===== src/hdl/adif_tlv_pkg.sv =====
// Types, codes, constants and helper functions of the ADI tokenizer.
// No dependencies; used by scoped name from the top level, checker and bench.
package adif_tlv_pkg;

    localparam int MAX_HELD_BLANKS_DEF = 63;
    localparam int LENGTH_BITS_DEF     = 16;

    localparam logic [15:0] MAX_FIELD_LENGTH_RST = 16'd32767;
    localparam logic [3:0]  KEY_COUNT_MAX        = 4'd15;

    localparam logic [7:0] CH_LT    = 8'h3C;
    localparam logic [7:0] CH_COLON = 8'h3A;
    localparam logic [7:0] CH_GT    = 8'h3E;
    localparam logic [7:0] CH_SPACE = 8'h20;
    localparam logic [7:0] CH_TAB   = 8'h09;
    localparam logic [7:0] CH_CR    = 8'h0D;
    localparam logic [7:0] CH_ZERO  = 8'h30;
    localparam logic [7:0] CH_NINE  = 8'h39;
    localparam logic [7:0] CH_LC_A  = 8'h61;
    localparam logic [7:0] CH_LC_Z  = 8'h7A;
    localparam logic [7:0] CASE_GAP = 8'h20;

    localparam logic [63:0] KW_VER_TEXT = "ADIF_VER";
    localparam logic [23:0] KW_EOH_TEXT = "EOH";
    localparam logic [23:0] KW_EOR_TEXT = "EOR";
    localparam logic [3:0]  KW_VER_LEN  = 4'd8;
    localparam logic [3:0]  KW_EOH_LEN  = 4'd3;
    localparam logic [3:0]  KW_EOR_LEN  = 4'd3;

    localparam int KW_VER = 0;
    localparam int KW_EOH = 1;
    localparam int KW_EOR = 2;

    typedef enum logic [3:0] {
        PH_START,
        PH_SKIP,
        PH_KEY,
        PH_LEN,
        PH_TYPE,
        PH_CLOSE,
        PH_DATA,
        PH_HALT
    } t_phase;

    typedef enum logic [2:0] {
        KIND_KEY,
        KIND_DATA,
        KIND_FIELD_END,
        KIND_HEADER_END,
        KIND_RECORD_END,
        KIND_STREAM_END,
        KIND_ERROR
    } t_kind;

    typedef enum logic [2:0] {
        ERR_UNKNOWN_TAG,
        ERR_NO_COLON,
        ERR_TOO_LONG,
        ERR_NO_CLOSE,
        ERR_TRUNCATED,
        ERR_EMPTY_RECORD,
        ERR_END_IN_RECORD,
        ERR_END_IN_HEADER
    } t_err;

    typedef struct packed {
        t_kind       kind;
        logic [7:0]  char_value;
        logic [7:0]  type_indicator;
        logic        header_field;
        t_err        error_code;
    } t_result;

    function automatic t_result make_result(t_kind kind, logic [7:0] ch,
                                            logic [7:0] ty, logic hdr);
        t_result r;
        r.kind           = kind;
        r.char_value     = ch;
        r.type_indicator = ty;
        r.header_field   = hdr;
        r.error_code     = ERR_UNKNOWN_TAG;
        return r;
    endfunction

    function automatic t_result err_result(t_err code);
        t_result r;
        r.kind           = KIND_ERROR;
        r.char_value     = 8'h00;
        r.type_indicator = 8'h00;
        r.header_field   = 1'b0;
        r.error_code     = code;
        return r;
    endfunction

    function automatic logic is_blank(logic [7:0] b);
        return (b == CH_SPACE) || (b >= CH_TAB && b <= CH_CR);
    endfunction

    function automatic logic [3:0] kw_len(int k);
        logic [3:0] len;
        case (k)
            KW_VER:  len = KW_VER_LEN;
            KW_EOH:  len = KW_EOH_LEN;
            default: len = KW_EOR_LEN;
        endcase
        return len;
    endfunction

    // True when the keyword k has letter u at position idx.
    function automatic logic kw_hit(int k, logic [3:0] idx, logic [7:0] u);
        logic hit;
        hit = 1'b0;
        case (k)
            KW_VER: begin
                if (idx < KW_VER_LEN)
                    hit = (KW_VER_TEXT[8 * (7 - idx[2:0]) +: 8] == u);
            end
            KW_EOH: begin
                if (idx < KW_EOH_LEN)
                    hit = (KW_EOH_TEXT[8 * (2 - idx[1:0]) +: 8] == u);
            end
            default: begin
                if (idx < KW_EOR_LEN)
                    hit = (KW_EOR_TEXT[8 * (2 - idx[1:0]) +: 8] == u);
            end
        endcase
        return hit;
    endfunction

endpackage


===== src/hdl/adif_tlv_ifs.sv =====
// Channel interfaces of the ADI tokenizer: byte input, result output, config write.
// Depends on nothing; payload widths follow the block's field list.
interface adif_tlv_in_if;
    logic       valid;
    logic       ready;
    logic [7:0] stream_byte;
    logic       end_of_stream;

    modport source (output valid, output stream_byte, output end_of_stream, input ready);
    modport sink   (input valid, input stream_byte, input end_of_stream, output ready);
endinterface

interface adif_tlv_out_if;
    logic       valid;
    logic       ready;
    logic [2:0] kind;
    logic [7:0] char_value;
    logic [7:0] type_indicator;
    logic       header_field;
    logic [2:0] error_code;
    logic       last;

    modport source (output valid, output kind, output char_value, output type_indicator,
                    output header_field, output error_code, output last, input ready);
    modport sink   (input valid, input kind, input char_value, input type_indicator,
                    input header_field, input error_code, input last, output ready);
endinterface

interface adif_tlv_cfg_if;
    logic        valid;
    logic        ready;
    logic [15:0] max_field_length;

    modport source (output valid, output max_field_length, input ready);
    modport sink   (input valid, input max_field_length, output ready);
endinterface


===== src/hdl/adif_tag_length_value_tokenizer.sv =====
// A byte's first result is registered and shown in the cycle after its transfer.
// Throughput: one byte per cycle while each byte yields at most one result and
// the output is ready; the result register sends one result per ready cycle, so
// a data byte ending a field gives two results, a key byte after n blanks n + 1.
// Reset: synchronous, active low; clears parser state, restores max length 32767.
module adif_tag_length_value_tokenizer #(
    parameter int MAX_HELD_BLANKS = adif_tlv_pkg::MAX_HELD_BLANKS_DEF,
    parameter int LENGTH_BITS     = adif_tlv_pkg::LENGTH_BITS_DEF
) (
    input  logic                  i_clk,
    input  logic                  i_rst_n,
    adif_tlv_in_if.sink           i_in,
    adif_tlv_out_if.source        o_out,
    adif_tlv_cfg_if.sink          i_cfg
);

    localparam int HBW = $clog2(MAX_HELD_BLANKS + 1);
    localparam int SW  = ((HBW > 4) ? HBW : 4) + 1;
    localparam int LW  = LENGTH_BITS + 1;
    localparam int MW  = LENGTH_BITS + 4;
    localparam int CW  = (LW > 16) ? LW : 16;

    localparam logic [MW-1:0]  LEN_CAP_M = MW'(1) << LENGTH_BITS;
    localparam logic [LW-1:0]  LEN_CAP   = LW'(1) << LENGTH_BITS;
    localparam logic [HBW-1:0] HELD_MAX  = HBW'(MAX_HELD_BLANKS);

    adif_tlv_pkg::t_phase  r_phase, n_phase;
    logic [HBW-1:0]        r_held, n_held;
    logic [3:0]            r_count, n_count;
    logic [2:0]            r_flags, n_flags;
    logic [LW-1:0]         r_len, n_len;
    logic [7:0]            r_type, n_type;
    logic                  r_inside, n_inside;
    logic                  r_first, n_first;
    logic                  r_rhf, n_rhf;
    logic [15:0]           r_max_len;

    logic [HBW-1:0]        r_blanks, n_blanks;
    logic [1:0]            r_nev, n_nev;
    adif_tlv_pkg::t_result r_ev0, n_ev0;
    adif_tlv_pkg::t_result r_ev1, n_ev1;

    logic                  l_in_xfer;
    logic                  l_out_xfer;
    logic                  l_idle;
    logic                  l_left1;
    logic [7:0]            l_byte;
    logic [7:0]            l_upper;
    logic [2:0]            l_word;
    logic                  l_too_long;
    logic [MW-1:0]         l_len_mul;
    logic [LW-1:0]         l_len_dec;
    logic [SW-1:0]         l_sum;
    logic [3:0]            l_count;
    logic                  l_fe;
    logic                  l_hdr;
    logic [HBW-1:0]        l_blanks;
    logic [1:0]            l_nev;
    adif_tlv_pkg::t_result l_ev0;
    adif_tlv_pkg::t_result l_ev1;
    adif_tlv_pkg::t_result l_head;

    assign l_byte     = i_in.stream_byte;
    assign l_upper    = (l_byte >= adif_tlv_pkg::CH_LC_A && l_byte <= adif_tlv_pkg::CH_LC_Z)
                        ? l_byte - adif_tlv_pkg::CASE_GAP : l_byte;
    assign l_too_long = r_len[LENGTH_BITS] || (CW'(r_len) > CW'(r_max_len));
    assign l_len_mul  = ({3'b000, r_len} << 3) + ({3'b000, r_len} << 1) + MW'(l_byte[3:0]);
    assign l_len_dec  = r_len - LW'(1);
    assign l_sum      = SW'(r_count) + SW'(r_held);

    always_comb begin
        for (int k = 0; k < 3; k++)
            l_word[k] = r_flags[k] && (r_count == adif_tlv_pkg::kw_len(k));
    end

    // Per-byte parser step
    always_comb begin
        n_phase  = r_phase;
        n_held   = r_held;
        n_count  = r_count;
        n_flags  = r_flags;
        n_len    = r_len;
        n_type   = r_type;
        n_inside = r_inside;
        n_first  = r_first;
        n_rhf    = r_rhf;
        l_count  = r_count;
        l_fe     = 1'b0;
        l_hdr    = r_inside;
        l_blanks = '0;
        l_nev    = 2'd0;
        l_ev0    = adif_tlv_pkg::err_result(adif_tlv_pkg::ERR_UNKNOWN_TAG);
        l_ev1    = adif_tlv_pkg::err_result(adif_tlv_pkg::ERR_UNKNOWN_TAG);

        if (l_in_xfer && i_in.end_of_stream) begin
            case (r_phase)
                adif_tlv_pkg::PH_START: begin
                    n_phase = adif_tlv_pkg::PH_HALT;
                    l_nev   = 2'd1;
                    l_ev0   = adif_tlv_pkg::err_result(adif_tlv_pkg::ERR_END_IN_HEADER);
                end
                adif_tlv_pkg::PH_SKIP: begin
                    n_phase = adif_tlv_pkg::PH_HALT;
                    l_nev   = 2'd1;
                    if (r_inside)
                        l_ev0 = adif_tlv_pkg::err_result(adif_tlv_pkg::ERR_END_IN_HEADER);
                    else if (r_rhf)
                        l_ev0 = adif_tlv_pkg::err_result(adif_tlv_pkg::ERR_END_IN_RECORD);
                    else
                        l_ev0 = adif_tlv_pkg::make_result(adif_tlv_pkg::KIND_STREAM_END,
                                                          8'h00, 8'h00, 1'b0);
                end
                adif_tlv_pkg::PH_KEY: begin
                    n_phase = adif_tlv_pkg::PH_HALT;
                    l_nev   = 2'd1;
                    l_ev0   = adif_tlv_pkg::err_result(adif_tlv_pkg::ERR_NO_COLON);
                end
                adif_tlv_pkg::PH_LEN: begin
                    n_phase = adif_tlv_pkg::PH_HALT;
                    l_nev   = 2'd1;
                    l_ev0   = adif_tlv_pkg::err_result(l_too_long
                                  ? adif_tlv_pkg::ERR_TOO_LONG : adif_tlv_pkg::ERR_NO_CLOSE);
                end
                adif_tlv_pkg::PH_TYPE, adif_tlv_pkg::PH_CLOSE: begin
                    n_phase = adif_tlv_pkg::PH_HALT;
                    l_nev   = 2'd1;
                    l_ev0   = adif_tlv_pkg::err_result(adif_tlv_pkg::ERR_NO_CLOSE);
                end
                adif_tlv_pkg::PH_DATA: begin
                    n_phase = adif_tlv_pkg::PH_HALT;
                    l_nev   = 2'd1;
                    l_ev0   = adif_tlv_pkg::err_result(adif_tlv_pkg::ERR_TRUNCATED);
                end
                default: begin
                end
            endcase
        end else if (l_in_xfer) begin
            case (r_phase)
                adif_tlv_pkg::PH_START, adif_tlv_pkg::PH_SKIP: begin
                    if (l_byte == adif_tlv_pkg::CH_LT) begin
                        n_phase = adif_tlv_pkg::PH_KEY;
                        n_held  = '0;
                        n_count = 4'd0;
                        n_flags = 3'b111;
                        n_len   = '0;
                        n_type  = 8'h00;
                    end else if (r_phase == adif_tlv_pkg::PH_START) begin
                        n_inside = 1'b1;
                        n_phase  = adif_tlv_pkg::PH_SKIP;
                    end
                end
                adif_tlv_pkg::PH_KEY: begin
                    if (l_byte == adif_tlv_pkg::CH_COLON) begin
                        n_phase = adif_tlv_pkg::PH_LEN;
                    end else if (l_byte == adif_tlv_pkg::CH_GT) begin
                        n_phase = adif_tlv_pkg::PH_SKIP;
                        l_nev   = 2'd1;
                        if (r_inside) begin
                            if (l_word[adif_tlv_pkg::KW_EOH]) begin
                                n_inside = 1'b0;
                                l_ev0 = adif_tlv_pkg::make_result(
                                    adif_tlv_pkg::KIND_HEADER_END, 8'h00, 8'h00, 1'b0);
                            end else begin
                                n_phase = adif_tlv_pkg::PH_HALT;
                            end
                        end else if (!l_word[adif_tlv_pkg::KW_EOR]) begin
                            n_phase = adif_tlv_pkg::PH_HALT;
                        end else if (!r_rhf) begin
                            n_phase = adif_tlv_pkg::PH_HALT;
                            n_first = 1'b0;
                            l_ev0   = adif_tlv_pkg::err_result(
                                          adif_tlv_pkg::ERR_EMPTY_RECORD);
                        end else begin
                            n_first = 1'b0;
                            n_rhf   = 1'b0;
                            l_ev0   = adif_tlv_pkg::make_result(
                                adif_tlv_pkg::KIND_RECORD_END, 8'h00, 8'h00, 1'b0);
                        end
                    end else if (adif_tlv_pkg::is_blank(l_byte)) begin
                        if (r_count != 4'd0 && r_held < HELD_MAX)
                            n_held = r_held + HBW'(1);
                    end else begin
                        if (r_held != '0) begin
                            l_blanks = r_held;
                            n_flags  = 3'b000;
                            n_held   = '0;
                            l_count  = (l_sum > SW'(adif_tlv_pkg::KEY_COUNT_MAX))
                                       ? adif_tlv_pkg::KEY_COUNT_MAX : l_sum[3:0];
                        end else begin
                            for (int k = 0; k < 3; k++)
                                n_flags[k] = r_flags[k] &&
                                             adif_tlv_pkg::kw_hit(k, r_count, l_upper);
                        end
                        n_count = (l_count < adif_tlv_pkg::KEY_COUNT_MAX)
                                  ? l_count + 4'd1 : l_count;
                        l_nev   = 2'd1;
                        l_ev0   = adif_tlv_pkg::make_result(adif_tlv_pkg::KIND_KEY,
                                                            l_upper, 8'h00, 1'b0);
                    end
                end
                adif_tlv_pkg::PH_LEN: begin
                    if (l_byte >= adif_tlv_pkg::CH_ZERO && l_byte <= adif_tlv_pkg::CH_NINE) begin
                        n_len = (l_len_mul > LEN_CAP_M) ? LEN_CAP : l_len_mul[LW-1:0];
                    end else if (l_too_long) begin
                        n_phase = adif_tlv_pkg::PH_HALT;
                        l_nev   = 2'd1;
                        l_ev0   = adif_tlv_pkg::err_result(adif_tlv_pkg::ERR_TOO_LONG);
                    end else if (l_byte == adif_tlv_pkg::CH_COLON) begin
                        n_phase = adif_tlv_pkg::PH_TYPE;
                    end else if (l_byte == adif_tlv_pkg::CH_GT) begin
                        if (r_len == '0)
                            l_fe = 1'b1;
                        else
                            n_phase = adif_tlv_pkg::PH_DATA;
                    end else begin
                        n_phase = adif_tlv_pkg::PH_HALT;
                        l_nev   = 2'd1;
                        l_ev0   = adif_tlv_pkg::err_result(adif_tlv_pkg::ERR_NO_CLOSE);
                    end
                end
                adif_tlv_pkg::PH_TYPE: begin
                    n_type  = l_byte;
                    n_phase = adif_tlv_pkg::PH_CLOSE;
                end
                adif_tlv_pkg::PH_CLOSE: begin
                    if (l_byte == adif_tlv_pkg::CH_GT) begin
                        if (r_len == '0)
                            l_fe = 1'b1;
                        else
                            n_phase = adif_tlv_pkg::PH_DATA;
                    end else begin
                        n_phase = adif_tlv_pkg::PH_HALT;
                        l_nev   = 2'd1;
                        l_ev0   = adif_tlv_pkg::err_result(adif_tlv_pkg::ERR_NO_CLOSE);
                    end
                end
                adif_tlv_pkg::PH_DATA: begin
                    l_nev = 2'd1;
                    l_ev0 = adif_tlv_pkg::make_result(adif_tlv_pkg::KIND_DATA,
                                                      l_byte, 8'h00, 1'b0);
                    n_len = l_len_dec;
                    if (l_len_dec == '0)
                        l_fe = 1'b1;
                end
                default: begin
                end
            endcase
        end

        if (l_fe) begin
            n_phase = adif_tlv_pkg::PH_SKIP;
            if (!r_inside) begin
                if (r_first && l_word[adif_tlv_pkg::KW_VER]) begin
                    n_inside = 1'b1;
                    l_hdr    = 1'b1;
                end else begin
                    n_rhf = 1'b1;
                end
                n_first = 1'b0;
            end
            if (l_nev == 2'd0)
                l_ev0 = adif_tlv_pkg::make_result(adif_tlv_pkg::KIND_FIELD_END,
                                                  8'h00, r_type, l_hdr);
            else
                l_ev1 = adif_tlv_pkg::make_result(adif_tlv_pkg::KIND_FIELD_END,
                                                  8'h00, r_type, l_hdr);
            l_nev = l_nev + 2'd1;
        end
    end

    // Result register: held blanks first, then up to two events
    assign l_idle     = (r_blanks == '0) && (r_nev == 2'd0);
    assign l_left1    = (r_blanks == '0) && (r_nev == 2'd1);
    assign i_in.ready = i_rst_n && (l_idle || (l_left1 && o_out.ready));
    assign l_in_xfer  = i_in.valid && i_in.ready;
    assign l_out_xfer = o_out.valid && o_out.ready;

    always_comb begin
        n_blanks = r_blanks;
        n_nev    = r_nev;
        n_ev0    = r_ev0;
        n_ev1    = r_ev1;
        if (l_in_xfer) begin
            n_blanks = l_blanks;
            n_nev    = l_nev;
            n_ev0    = l_ev0;
            n_ev1    = l_ev1;
        end else if (l_out_xfer) begin
            if (r_blanks != '0) begin
                n_blanks = r_blanks - HBW'(1);
            end else begin
                n_ev0 = r_ev1;
                n_nev = r_nev - 2'd1;
            end
        end
    end

    assign l_head = (r_blanks != '0)
                    ? adif_tlv_pkg::make_result(adif_tlv_pkg::KIND_KEY,
                                                adif_tlv_pkg::CH_SPACE, 8'h00, 1'b0)
                    : r_ev0;

    assign o_out.valid          = !l_idle;
    assign o_out.kind           = l_head.kind;
    assign o_out.char_value     = l_head.char_value;
    assign o_out.type_indicator = l_head.type_indicator;
    assign o_out.header_field   = l_head.header_field;
    assign o_out.error_code     = l_head.error_code;
    assign o_out.last           = l_left1;

    assign i_cfg.ready = i_rst_n;

    always_ff @(posedge i_clk) begin
        if (!i_rst_n) begin
            r_phase   <= adif_tlv_pkg::PH_START;
            r_held    <= '0;
            r_count   <= 4'd0;
            r_flags   <= 3'b111;
            r_len     <= '0;
            r_type    <= 8'h00;
            r_inside  <= 1'b0;
            r_first   <= 1'b1;
            r_rhf     <= 1'b0;
            r_max_len <= adif_tlv_pkg::MAX_FIELD_LENGTH_RST;
            r_blanks  <= '0;
            r_nev     <= 2'd0;
        end else begin
            r_phase  <= n_phase;
            r_held   <= n_held;
            r_count  <= n_count;
            r_flags  <= n_flags;
            r_len    <= n_len;
            r_type   <= n_type;
            r_inside <= n_inside;
            r_first  <= n_first;
            r_rhf    <= n_rhf;
            r_blanks <= n_blanks;
            r_nev    <= n_nev;
            if (i_cfg.valid && i_cfg.ready)
                r_max_len <= i_cfg.max_field_length;
        end
    end

    always_ff @(posedge i_clk) begin
        r_ev0 <= n_ev0;
        r_ev1 <= n_ev1;
    end

endmodule


===== src/flat_wrapper.sv =====
// flat-port wrapper written by rule: the top's interface ports become plain ports
module adif_tag_length_value_tokenizer_flat 
#(
    parameter int MAX_HELD_BLANKS = adif_tlv_pkg::MAX_HELD_BLANKS_DEF,
    parameter int LENGTH_BITS     = adif_tlv_pkg::LENGTH_BITS_DEF
)
  (i_clk, i_rst_n, i_in_valid, i_in_stream_byte, i_in_end_of_stream, i_in_ready, o_out_valid, o_out_kind, o_out_char_value, o_out_type_indicator, o_out_header_field, o_out_error_code, o_out_last, o_out_ready, i_cfg_valid, i_cfg_max_field_length, i_cfg_ready);
  adif_tlv_in_if i_in_i ();
  adif_tlv_out_if o_out_i ();
  adif_tlv_cfg_if i_cfg_i ();
  input  logic i_clk;
  input  logic i_rst_n;
  input wire logic [$bits(i_in_i.valid)-1:0] i_in_valid;
  input wire logic [$bits(i_in_i.stream_byte)-1:0] i_in_stream_byte;
  input wire logic [$bits(i_in_i.end_of_stream)-1:0] i_in_end_of_stream;
  output wire logic [$bits(i_in_i.ready)-1:0] i_in_ready;
  output wire logic [$bits(o_out_i.valid)-1:0] o_out_valid;
  output wire logic [$bits(o_out_i.kind)-1:0] o_out_kind;
  output wire logic [$bits(o_out_i.char_value)-1:0] o_out_char_value;
  output wire logic [$bits(o_out_i.type_indicator)-1:0] o_out_type_indicator;
  output wire logic [$bits(o_out_i.header_field)-1:0] o_out_header_field;
  output wire logic [$bits(o_out_i.error_code)-1:0] o_out_error_code;
  output wire logic [$bits(o_out_i.last)-1:0] o_out_last;
  input wire logic [$bits(o_out_i.ready)-1:0] o_out_ready;
  input wire logic [$bits(i_cfg_i.valid)-1:0] i_cfg_valid;
  input wire logic [$bits(i_cfg_i.max_field_length)-1:0] i_cfg_max_field_length;
  output wire logic [$bits(i_cfg_i.ready)-1:0] i_cfg_ready;
  assign i_in_i.valid = i_in_valid;
  assign i_in_i.stream_byte = i_in_stream_byte;
  assign i_in_i.end_of_stream = i_in_end_of_stream;
  assign i_in_ready = i_in_i.ready;
  assign o_out_valid = o_out_i.valid;
  assign o_out_kind = o_out_i.kind;
  assign o_out_char_value = o_out_i.char_value;
  assign o_out_type_indicator = o_out_i.type_indicator;
  assign o_out_header_field = o_out_i.header_field;
  assign o_out_error_code = o_out_i.error_code;
  assign o_out_last = o_out_i.last;
  assign o_out_i.ready = o_out_ready;
  assign i_cfg_i.valid = i_cfg_valid;
  assign i_cfg_i.max_field_length = i_cfg_max_field_length;
  assign i_cfg_ready = i_cfg_i.ready;
  adif_tag_length_value_tokenizer #(.MAX_HELD_BLANKS(MAX_HELD_BLANKS), .LENGTH_BITS(LENGTH_BITS)) u_core (.i_clk(i_clk), .i_rst_n(i_rst_n), .i_in(i_in_i), .o_out(o_out_i), .i_cfg(i_cfg_i));
endmodule

===== config.mk =====
export PLATFORM = sky130hd
export DESIGN_NAME = adif_tag_length_value_tokenizer_flat
export DESIGN_NICKNAME = d
export VERILOG_FILES = /design/src/hdl/adif_tlv_pkg.sv /design/src/hdl/adif_tlv_ifs.sv /design/src/hdl/adif_tag_length_value_tokenizer.sv /design/src/flat_wrapper.sv
export SDC_FILE = /design/constraint.sdc
export NUM_CORES = 1
export LEC_CHECK = 0
export ABC_CLOCK_PERIOD_IN_PS = 5230
export BUFFER_PORTS_ARGS = -buffer_cell sky130_fd_sc_hd__clkbuf_2
export CAP_MARGIN = 10
export CORE_MARGIN = 2
export CORE_UTILIZATION = 56
export CTS_CLUSTER_DIAMETER = 40
export DETAILED_ROUTE_END_ITERATION = 6
export PLACE_DENSITY = 0.75
export SYNTH_ARGS = -nofsm -noshare
export SYNTH_HDL_FRONTEND = slang
export SYNTH_SLANG_ARGS = --single-unit

===== constraint.sdc =====
create_clock -name i_clk -period 5.23 [get_ports i_clk]
set_input_delay 0.523 -clock i_clk [delete_from_list [all_inputs] [get_ports i_clk]]
set_output_delay 0.523 -clock i_clk [all_outputs]
set_load 0.005 [all_outputs]

=== Word level (Yosys, flattened, before mapping) ===
Cells that the tools add are included.

* Order comparisons: 13
* Shift operators: 3
* Eq/ne operators: 32
* Muxes and demuxes: 166
* Reductions and logical operators: 54
* Bitwise gates (word level): 3
* Add/sub/neg operators: 12

{| class="wikitable"
|+ Operator list
! operator !! count
|-
| 2-to-1 mux 23 bit || 18
|-
| case mux 23 bit (6 select lines) || 1
|-
| 2-to-1 mux 4 bit || 27
|-
| case mux 23 bit (4 select lines) || 1
|-
| 2-to-1 mux 6 bit || 15
|-
| 2-to-1 mux 1 bit || 69
|-
| variable part select 24 x 33 -> 8 bit (first input constant) || 2
|-
| variable part select 64 x 33 -> 8 bit (first input constant) || 1
|-
| 2-to-1 mux 17 bit || 3
|-
| case mux 17 bit (3 select lines) || 1
|-
| 2-to-1 mux 22 bit || 2
|-
| zero test 17 bit || 2
|-
| == test 8 x 6 -> 1 bit (second input constant) || 4
|-
| == test 8 bit || 3
|-
| 2-to-1 mux 2 bit || 12
|-
| 2-to-1 mux 3 bit || 7
|-
| adder 20 x 18 -> 20 bit || 1
|-
| adder 20 x 4 -> 20 bit || 1
|-
| > comparator 20 x 17 -> 1 bit (second input constant) || 1
|-
| case mux 4 bit (5 select lines) || 1
|-
| logical AND 1 bit || 19
|-
| nonzero test 6 bit || 3
|-
| > comparator 17 x 16 -> 1 bit || 1
|-
| subtractor 17 x 1 -> 17 bit (second input constant) || 1
|-
| 58 further kinds || 87
|}

* Output and inout port bits: 27
* Register bits: 115
* Logic and storage cells: 306

=== Longest topological paths before layout ===
Gate-level depths: netlist (run 1).

* Word-level depth: 18
* Gate-level depth with buffers: 14
* Depth with buffers taken out: 13

=== Worst setup path before layout (run 1) ===
Ideal clock, no wire load.

* Kind: in2reg
* Start: input port i_in_stream_byte[3]
* End: register u_core.r_len[11]
* Stages on the path: 13
* Data arrival time: 3.723 ns
* Required time: 5.160 ns
* Setup time: 0.070 ns
* Path slack: 1.437 ns
* Cells stage by stage: buf_2 > inv_1 > fa_1 > inv_1 > ha_1 > a21o_1 > a22o_1 > o21ai_0 > and4_1 > o31ai_1 > or3_1 > or4b_1 > a21oi_1

* Longest elaborated chain between the ends: 5
* Elaborated cells between the ends (all ways): 12

{| class="wikitable"
|+ Ends and longest elaborated chain
! item !! line !! RTL
|-
| start, declared || flat_wrapper.sv:14 || <nowiki>input wire logic [$bits(i_in_i.stream_byte)-1:0] i_in_stream_byte;</nowiki>
|-
| adder 20 x 4 -> 20 bit || adif_tag_length_value_tokenizer.sv:67 || <nowiki>assign l_len_mul = ({3'b000, r_len} << 3) + ({3'b000, r_len} << 1) + MW'(l_byte[3:0]);</nowiki>
|-
| > comparator 20 x 17 -> 1 bit || adif_tag_length_value_tokenizer.sv:203 || <nowiki>n_len = (l_len_mul > LEN_CAP_M) ? LEN_CAP : l_len_mul[LW-1:0];</nowiki>
|-
| 2-to-1 mux 17 bit || adif_tag_length_value_tokenizer.sv:203 ||
|-
| 2-to-1 mux 17 bit || adif_tag_length_value_tokenizer.sv:202 || <nowiki>if (l_byte >= adif_tlv_pkg::CH_ZERO && l_byte <= adif_tlv_pkg::CH_NINE) begin</nowiki>
|-
| case mux 17 bit (3 select lines) || adif_tag_length_value_tokenizer.sv:138 || <nowiki>case (r_phase)</nowiki>
|-
| end signal, assigned || adif_tag_length_value_tokenizer.sv:332 || <nowiki>r_len <= n_len;</nowiki>
|-
| end, declared || adif_tag_length_value_tokenizer.sv:31 || <nowiki>logic [LW-1:0] r_len, n_len;</nowiki>
|}

Parallel ways exist; a longest one is shown, timed or not. The select of a mux whose other input is x is not followed.
A chain may end at the register's enable or synchronous reset.

=== Worst setup path in the final report (run 1) ===
* Start: register u_core.r_len[2]
* End: register u_core.r_len[0]

* Longest elaborated chain between the ends: 6

{| class="wikitable"
|+ Ends and longest elaborated chain
! item !! line
|-
| adder 20 x 18 -> 20 bit || adif_tag_length_value_tokenizer.sv:67
|-
| adder 20 x 4 -> 20 bit || adif_tag_length_value_tokenizer.sv:67
|-
| > comparator 20 x 17 -> 1 bit || adif_tag_length_value_tokenizer.sv:203
|-
| 2-to-1 mux 17 bit || adif_tag_length_value_tokenizer.sv:203
|-
| 2-to-1 mux 17 bit || adif_tag_length_value_tokenizer.sv:202
|-
| case mux 17 bit (3 select lines) || adif_tag_length_value_tokenizer.sv:138
|}

No other way between the ends. The select of a mux whose other input is x is not followed.

==> flow_summary.yaml, run 1 <==
sta:
  fin_crit_ps: 3922
  post-route-period-util_pct: 74.99
  setup_violations: 0
  final_hold_viol_count: 0
  rsz0062_at_grt: "false"
  fin_skew_ps: 5.785
  setup_slack_ps: 1308
  worstMarginPinSlew_ps: 1062
  worst_hold_slack_ps: 387.8
  drv_slew: 0
  clock.fmax_mhz: 255.0
  tns_ps: 0
  max_slew_margin_pct: 28.64
clocking:
  ctsResizeCount: 0
  post_cts_buffers: 0
  cts.path.max_buffers: 2
  clk_latency_ps: 360
  cts-root-buf: "clkbuf_16"
  cts_buffers: 9
  cts.hold.buffers_added: 0
  clkTransAtPathRegs_ps: 70
  cts.sink_count: 102
  cts_htree_levels: 3
  cts_tree: "yes"
power_and_ir_drop:
  finalPower_uw: 2654
  peakVddDrop_mv: 0.1823
  p_leak_uw: 0.003899
  power.density_nw_per_um2: 304.1
critical_path:
  cp.required_ps: 5520
  max_stage_delay_ps: 690
  end_kind: "register"
  critical-path-top-delay-family: "compound AO/OA/AOI/OAI gates"
  crit_arrival_ps: 4210
  worstSetupStartpointType: "register"
  cp_max_fo: 10
  cpMaxStageDelayCell: "nor3_1"
  critical_path.cell_chain: "inv_1 > fa_1 > inv_1 > ha_1 > a21o_1 > a22o_1 > o21ai_0 > and4_1 > o31ai_1 > nor3_1 > o211ai_1 > a31oi_1"
  crit_buf_inv: 2
  crit_type: "register to register"
  path_common_cell: "inv_1"
final_layout:
  nNetsFinal: 1112
  register_area_um2: 2372
  final_core_util_pct: 62.64
  n_antenna_cell: 0
  area_delta_synth_final_pct: 8.424
  multi_input_area_um2: 5265
  drive_gt1_share_pct: 9.783
  nFillCells: 1246
routing:
  drc_errors: 0
  antenna_left: 0
  drt_iter0_drc: 769
  first_pass_iters: 5
  viasPerCell: 6.334
  drt_wl_total_um: 21120
  dr_total_vias: 7550
  wl_per_cell_um: 17.72
global_routing:
  grt_pass1_vias: 6670
  grt_max_degree: 44
  antenna_found_initial: 0
  gr-usage-all-layers_pct: 28.45
  grt_pass1_wl_um: 34350
  globalRoute.totalOverflow: 0
logic_synthesis:
  synth_area_per_cell_um2: 8.156
  synth_common_cells: "nand2_1 (80), nor2_1 (74), ha_1 (72), dfxtp_1 (69), a21oi_1 (59)"
  ys_types: 81
  synth-seq-area-share_pct: 29.47
  yosys_warnings: 0
  ys_ff_latch: 102
  synth-edff-count: 33
  netlist_area_um2: 8050
  synth.area.top_cells: "dfxtp_1 (17%), edfxtp_1 (12%), ha_1 (11%), nand2_1 (3.7%), a21oi_1 (3.7%)"
  ys.flop_type: "dfxtp_1"
  syn_inst: 987
  async_reset_ff_share_pct: 0
  synth_top_area_share_pct: 17.16
  syn-num-nets: 1092
  yosysMostFrequentCell: "nand2_1"
  yosys.area.top_type: "dfxtp_1"
place:
  dpl_worst_slack_ps: 982.2
  port_buffers: 56
  hpwlAfterDp_um: 15650
  gp_congestion: 1.041
floorplan:
  die_area_um2: 15350
  rows: 43
  die_h_um: 123.9
  io-pin-count: 57
  start_util_pct: 57.77
  core_um2: 13930
  die_w_um: 123.9
run_status:
  status: "finished, final reports clean"
worst_hold_path:
  min_path_type: "input pin to register"
flow_run:
  drv_cap: 0
==> layout make-up <==
| cell class | instances | share of cell area [%] |
|---|---|---|
| timing repair buffer | 65 | 3.985 |
| multi-input combinational | 777 | 60.32 |
| clock buffer | 10 | 2.623 |
| inverter | 52 | 2.236 |
| clock inverter | 6 | 1.075 |
| sequential | 102 | 27.18 |
| tap | 180 | 2.580 |
==> path summary, 6_finish.rpt <==
kind	startpoint	to	slack [ps]	cells past startpoint
hold / removal	i_cfg_max_field_length[9]	u_core.r_max_len[9]$_SDFFE_PN1P_	390	3
setup / recovery	u_core.r_len[2]$_SDFFE_PN0P_	u_core.r_len[0]$_SDFFE_PN0P_	1310	12
setup reg to reg	u_core.r_len[2]$_SDFFE_PN0P_	u_core.r_len[0]$_SDFFE_PN0P_	1310	12
hold reg to reg	u_core.r_first$_SDFF_PN1_	u_core.r_first$_SDFF_PN1_	490	2
==> cell usage in the layout, fill, tap and decap left out, types with 5 or more instances in the layout <==
master     instances
o21a_1             7
nor4b_1            6
nor4_1            18
o31ai_1            5
o211ai_1          23
xnor2_1           20
inv_1             52
and2_1            17
nand2_1           80
nand2b_1          14
clkbuf_2          56
nor2b_1            9
or3_1             13
buf_4              9
nand3_1           26
edfxtp_1          33
a22oi_1           10
xor2_1            11
a21o_1            20
ha_1              72
dfxtp_1           69
a21oi_1           59
or4_1              6
and3_1            32
nor3_1            38
mux2i_1            6
nor3b_1            7
nor2_1            74
a31oi_1           21
a22o_1            10
clkbuf_16          9
nand4_1           11
a211oi_1          11
or2_2              5
o21ai_0           57
==> through the flow <==
step | instances | area, µm²
finish | 1192 | 8728
global route | 1192 | 8728
CTS | 1192 | 8728
detailed placement | 1176 | 8406
global placement | 1176 | 8406
floorplan | 987 | 8050
==> cell families after synthesis <==
| family | synth area share (%) |
|---|---|
| adders and majority gates | 11.94 |
| and+or+nand+nor | 25.02 |
| buffers and inverters | 5.207 |
| AOI/OAI and AO/OA | 23.83 |
| xor gates and xnor gates | 3.373 |
| DFF | 29.47 |
| muxes | 1.166 |
==> sequential cells by signal (all words and copies together) (netlist names), 3 cells and up <==
signal,cells
u_core.r_phase,4
u_core.r_blanks,6
u_core.r_held,6
u_core.r_flags,3
u_core.r_count,4
u_core.r_type,8
u_core.r_max_len,16
u_core.r_len,17
u_core.r_ev1,10
u_core.r_ev0,23
==> where the power goes <==
| group | internal [µW] | switching, µW | total (µW) |
|---|---|---|---|
| clock | 424 | 307 | 730 |
| sequential | 931 | 80.8 | 1010 |
| combinational | 382 | 531 | 912 |
| total | 1740 | 918 | 2650 |
==> layer usage <==
metal / part of all wire, % / up-vias / global-route usage, % / routed length (µm)
met4: 1.6 / 0 / 7.654 / 330
li1: - / 3728 / - / -
met2: 43 / 305 / 42.38 / 8995
met3: 8.4 / 26 / 5.128 / 1782
met1: 47 / 3491 / 42.25 / 10010
met5: 0 / - / 0 / 0
==> worst reg2reg max path, stage by stage (launching register included) <==
cell and delay (ps):
dfxtp_1 560, inv_1 120, fa_1 550, inv_1 60, ha_1 290, a21o_1 180
a22o_1 260, o21ai_0 330, and4_1 270, o31ai_1 170, nor3_1 690, o211ai_1 200
a31oi_1 190
No activity file was read; power rests on OpenSTA's default activity.
==> inputs of run 2 (changes only) <==
- ABC_CLOCK_PERIOD_IN_PS: 5230 -> 3700
- clock period: 5.23 -> 3.7 ns (I/O delays scaled with it)
==> run 2 against run 1 <==
  * Utilization rose by 2.5 points
  * Register-to-register slack worse by 1100 ps
  * Wire length is 6.6% higher
  * Critical path type unchanged
  * Critical endpoint unchanged
==> flow_summary.yaml, run 2 (synthesis gave the netlist of run 1 again) <==
floorplan:
  start_util_pct: 57.77
  rows: 43
  core_um2: 13930
  die_h_um: 123.9
  die_area_um2: 15350
  die_w_um: 123.9
  io-pin-count: 57
critical_path:
  critical_path.cell_chain: "inv_1 > fa_1 > inv_1 > ha_1 > a21o_1 > a22o_1 > o211a_1 > nor3_1 > o221ai_1 > a2111oi_1 > buf_4 > o211ai_1 > a31oi_1"
  r2r_start: "u_core.r_len[0]$_SDFFE_PN0P_"
  crit_arrival_ps: 3820
  cp.required_ps: 3980
  cp-startpoint: "u_core.r_len[0]$_SDFFE_PN0P_"
  crit_buf_inv: 3
  max_stage_delay_ps: 570
  critical-path-top-delay-family: "compound AO/OA/AOI/OAI gates"
  path_common_cell: "inv_1"
  cpMaxStageDelayCell: "fa_1"
  end_kind: "register"
  crit_type: "register to register"
  worstSetupStartpointType: "register"
  cp_max_fo: 11
power_and_ir_drop:
  power.density_nw_per_um2: 423.6
  peakVddDrop_mv: 0.2468
  power.internal_uw: 2499
  p_sw_share_pct: 34.97
  pwr-share-comb_pct: 36.4
  p_clk_share_pct: 27.4
  p_leak_uw: 0.004122
  p_seq_share_pct: 36.2
  p_sw_uw: 1344
global_routing:
  globalRoute.totalOverflow: 0
  grt_pass1_vias: 7131
  antenna_found_initial: 0
  grt_pass1_wl_um: 36690
  gr-usage-all-layers_pct: 30.55
  grt_max_degree: 44
clocking:
  cts_tree: "yes"
  cts_buffers: 9
  cts_htree_levels: 3
  cts.sink_count: 102
  cts.hold.buffers_added: 0
  clkTransAtPathRegs_ps: 70
  clk_latency_ps: 360
  cts-root-buf: "clkbuf_16"
  cts.path.max_buffers: 2
final_layout:
  n_antenna_cell: 0
  area_delta_synth_final_pct: 12.68
  largest_reg_flops: 23
  instances_no_fill: 1235
  top_regs: "u_core.r_ev0 x23, u_core.r_len x17, u_core.r_max_len x16"
  nNetsFinal: 1155
  drive_gt1_share_pct: 13.93
  layout_common_cells: "nand2_1 (80), nor2_1 (74), ha_1 (71)"
  final_common_cell: "nand2_1"
  largest-register: "u_core.r_ev0"
routing:
  wl_per_cell_um: 18.23
  dr_total_vias: 7784
  antenna_left: 0
  drt_wl_total_um: 22520
  viasPerCell: 6.303
  first_pass_iters: 5
  drc_errors: 0
  drt_iter0_drc: 740
sta:
  drv_slew: 0
  fin_crit_ps: 3542
  worstMarginPinSlew_ps: 997.2
  post-route-period-util_pct: 95.72
  clock.fmax_mhz: 282.3
  fin_skew_ps: 5.817
  setup_violations: 0
  rsz0062_at_grt: "false"
  final_hold_viol_count: 0
  tns_ps: 0
  max_slew_margin_pct: 33.36
worst_hold_path:
  min_path_type: "input pin to register"
  holdCritStartpoint: "i_cfg_max_field_length[10]"
place:
  hpwlAfterDp_um: 17220
  place_inst: 1219
  gp_congestion: 0.9740
  port_buffers: 56
run_status:
  status: "finished, final reports clean"
flow_run:
  drv_cap: 0
[run 2: area by class of cell]
cell class / instances / area, µm²
Inverter: 52 / 195.2
Fill cell: 1274 / 4863
Multi-Input combinational cell: 777 / 5278
Sequential cell: 102 / 2374
Tap cell: 180 / 225.2
Clock inverter: 7 / 103.9
Timing Repair Buffer: 108 / 670.6
Clock buffer: 9 / 225.2
[run 2: routing by layer]
layer | wire (µm) | GRT usage (%) | up-vias
met1 | 10920 | 46.18 | 3644
met5 | 0 | 0 | -
met4 | 368 | 9.551 | 0
met3 | 1610 | 3.984 | 31
li1 | - | - | 3801
met2 | 9619 | 45.02 | 308
[run 2: power groups by stage]
stage | Combinational (µW) | Sequential (µW) | Clock (µW)
after floorplan | 917 | 1380 | 0
after global placement | 1350 | 1410 | 0
after detailed placement | 1370 | 1410 | 0
after CTS | 1380 | 1390 | 1060
after global routing | 1570 | 1410 | 1110
final | 1400 | 1390 | 1050
[run 2: what timing repair did]
item / 4_1_cts / 5_1_grt
buffers inserted: 0 / 0
setup endpoints to repair: 0 / 16
resized for setup: 0 / 4
[run 2: tightest hold or removal path: stages]
cell and delay, ps:
clkbuf_2 70, nand2_1 40, o211ai_1 70
[run 2: final timing paths]
kind         slack [ps]  depth (start not counted)                                end
max                 160                         13       u_core.r_len[0]$_SDFFE_PN0P_
min                 230                          3  u_core.r_max_len[10]$_SDFFE_PN1P_
max reg2reg         160                         13       u_core.r_len[0]$_SDFFE_PN0P_
min reg2reg         490                          2          u_core.r_first$_SDFF_PN1_
[run 2: per-stage QoR]
step           util [%]  area (µm²)  power, µW  setup WS [ps]  hold slack, ps
5_1_grt           65.10        9071       4091         0.5800           250.0
6_report          65.10        9071       3843          158.2           234.8
4_1_cts           65.00        9057       3839          153.0           227.5
3_3_place_gp      62.64        8728       2754          170.8           458.9
2_1_floorplan         -        8050       2300          60.00           434.7
3_5_place_dp      62.64        8728       2788          81.11           474.5
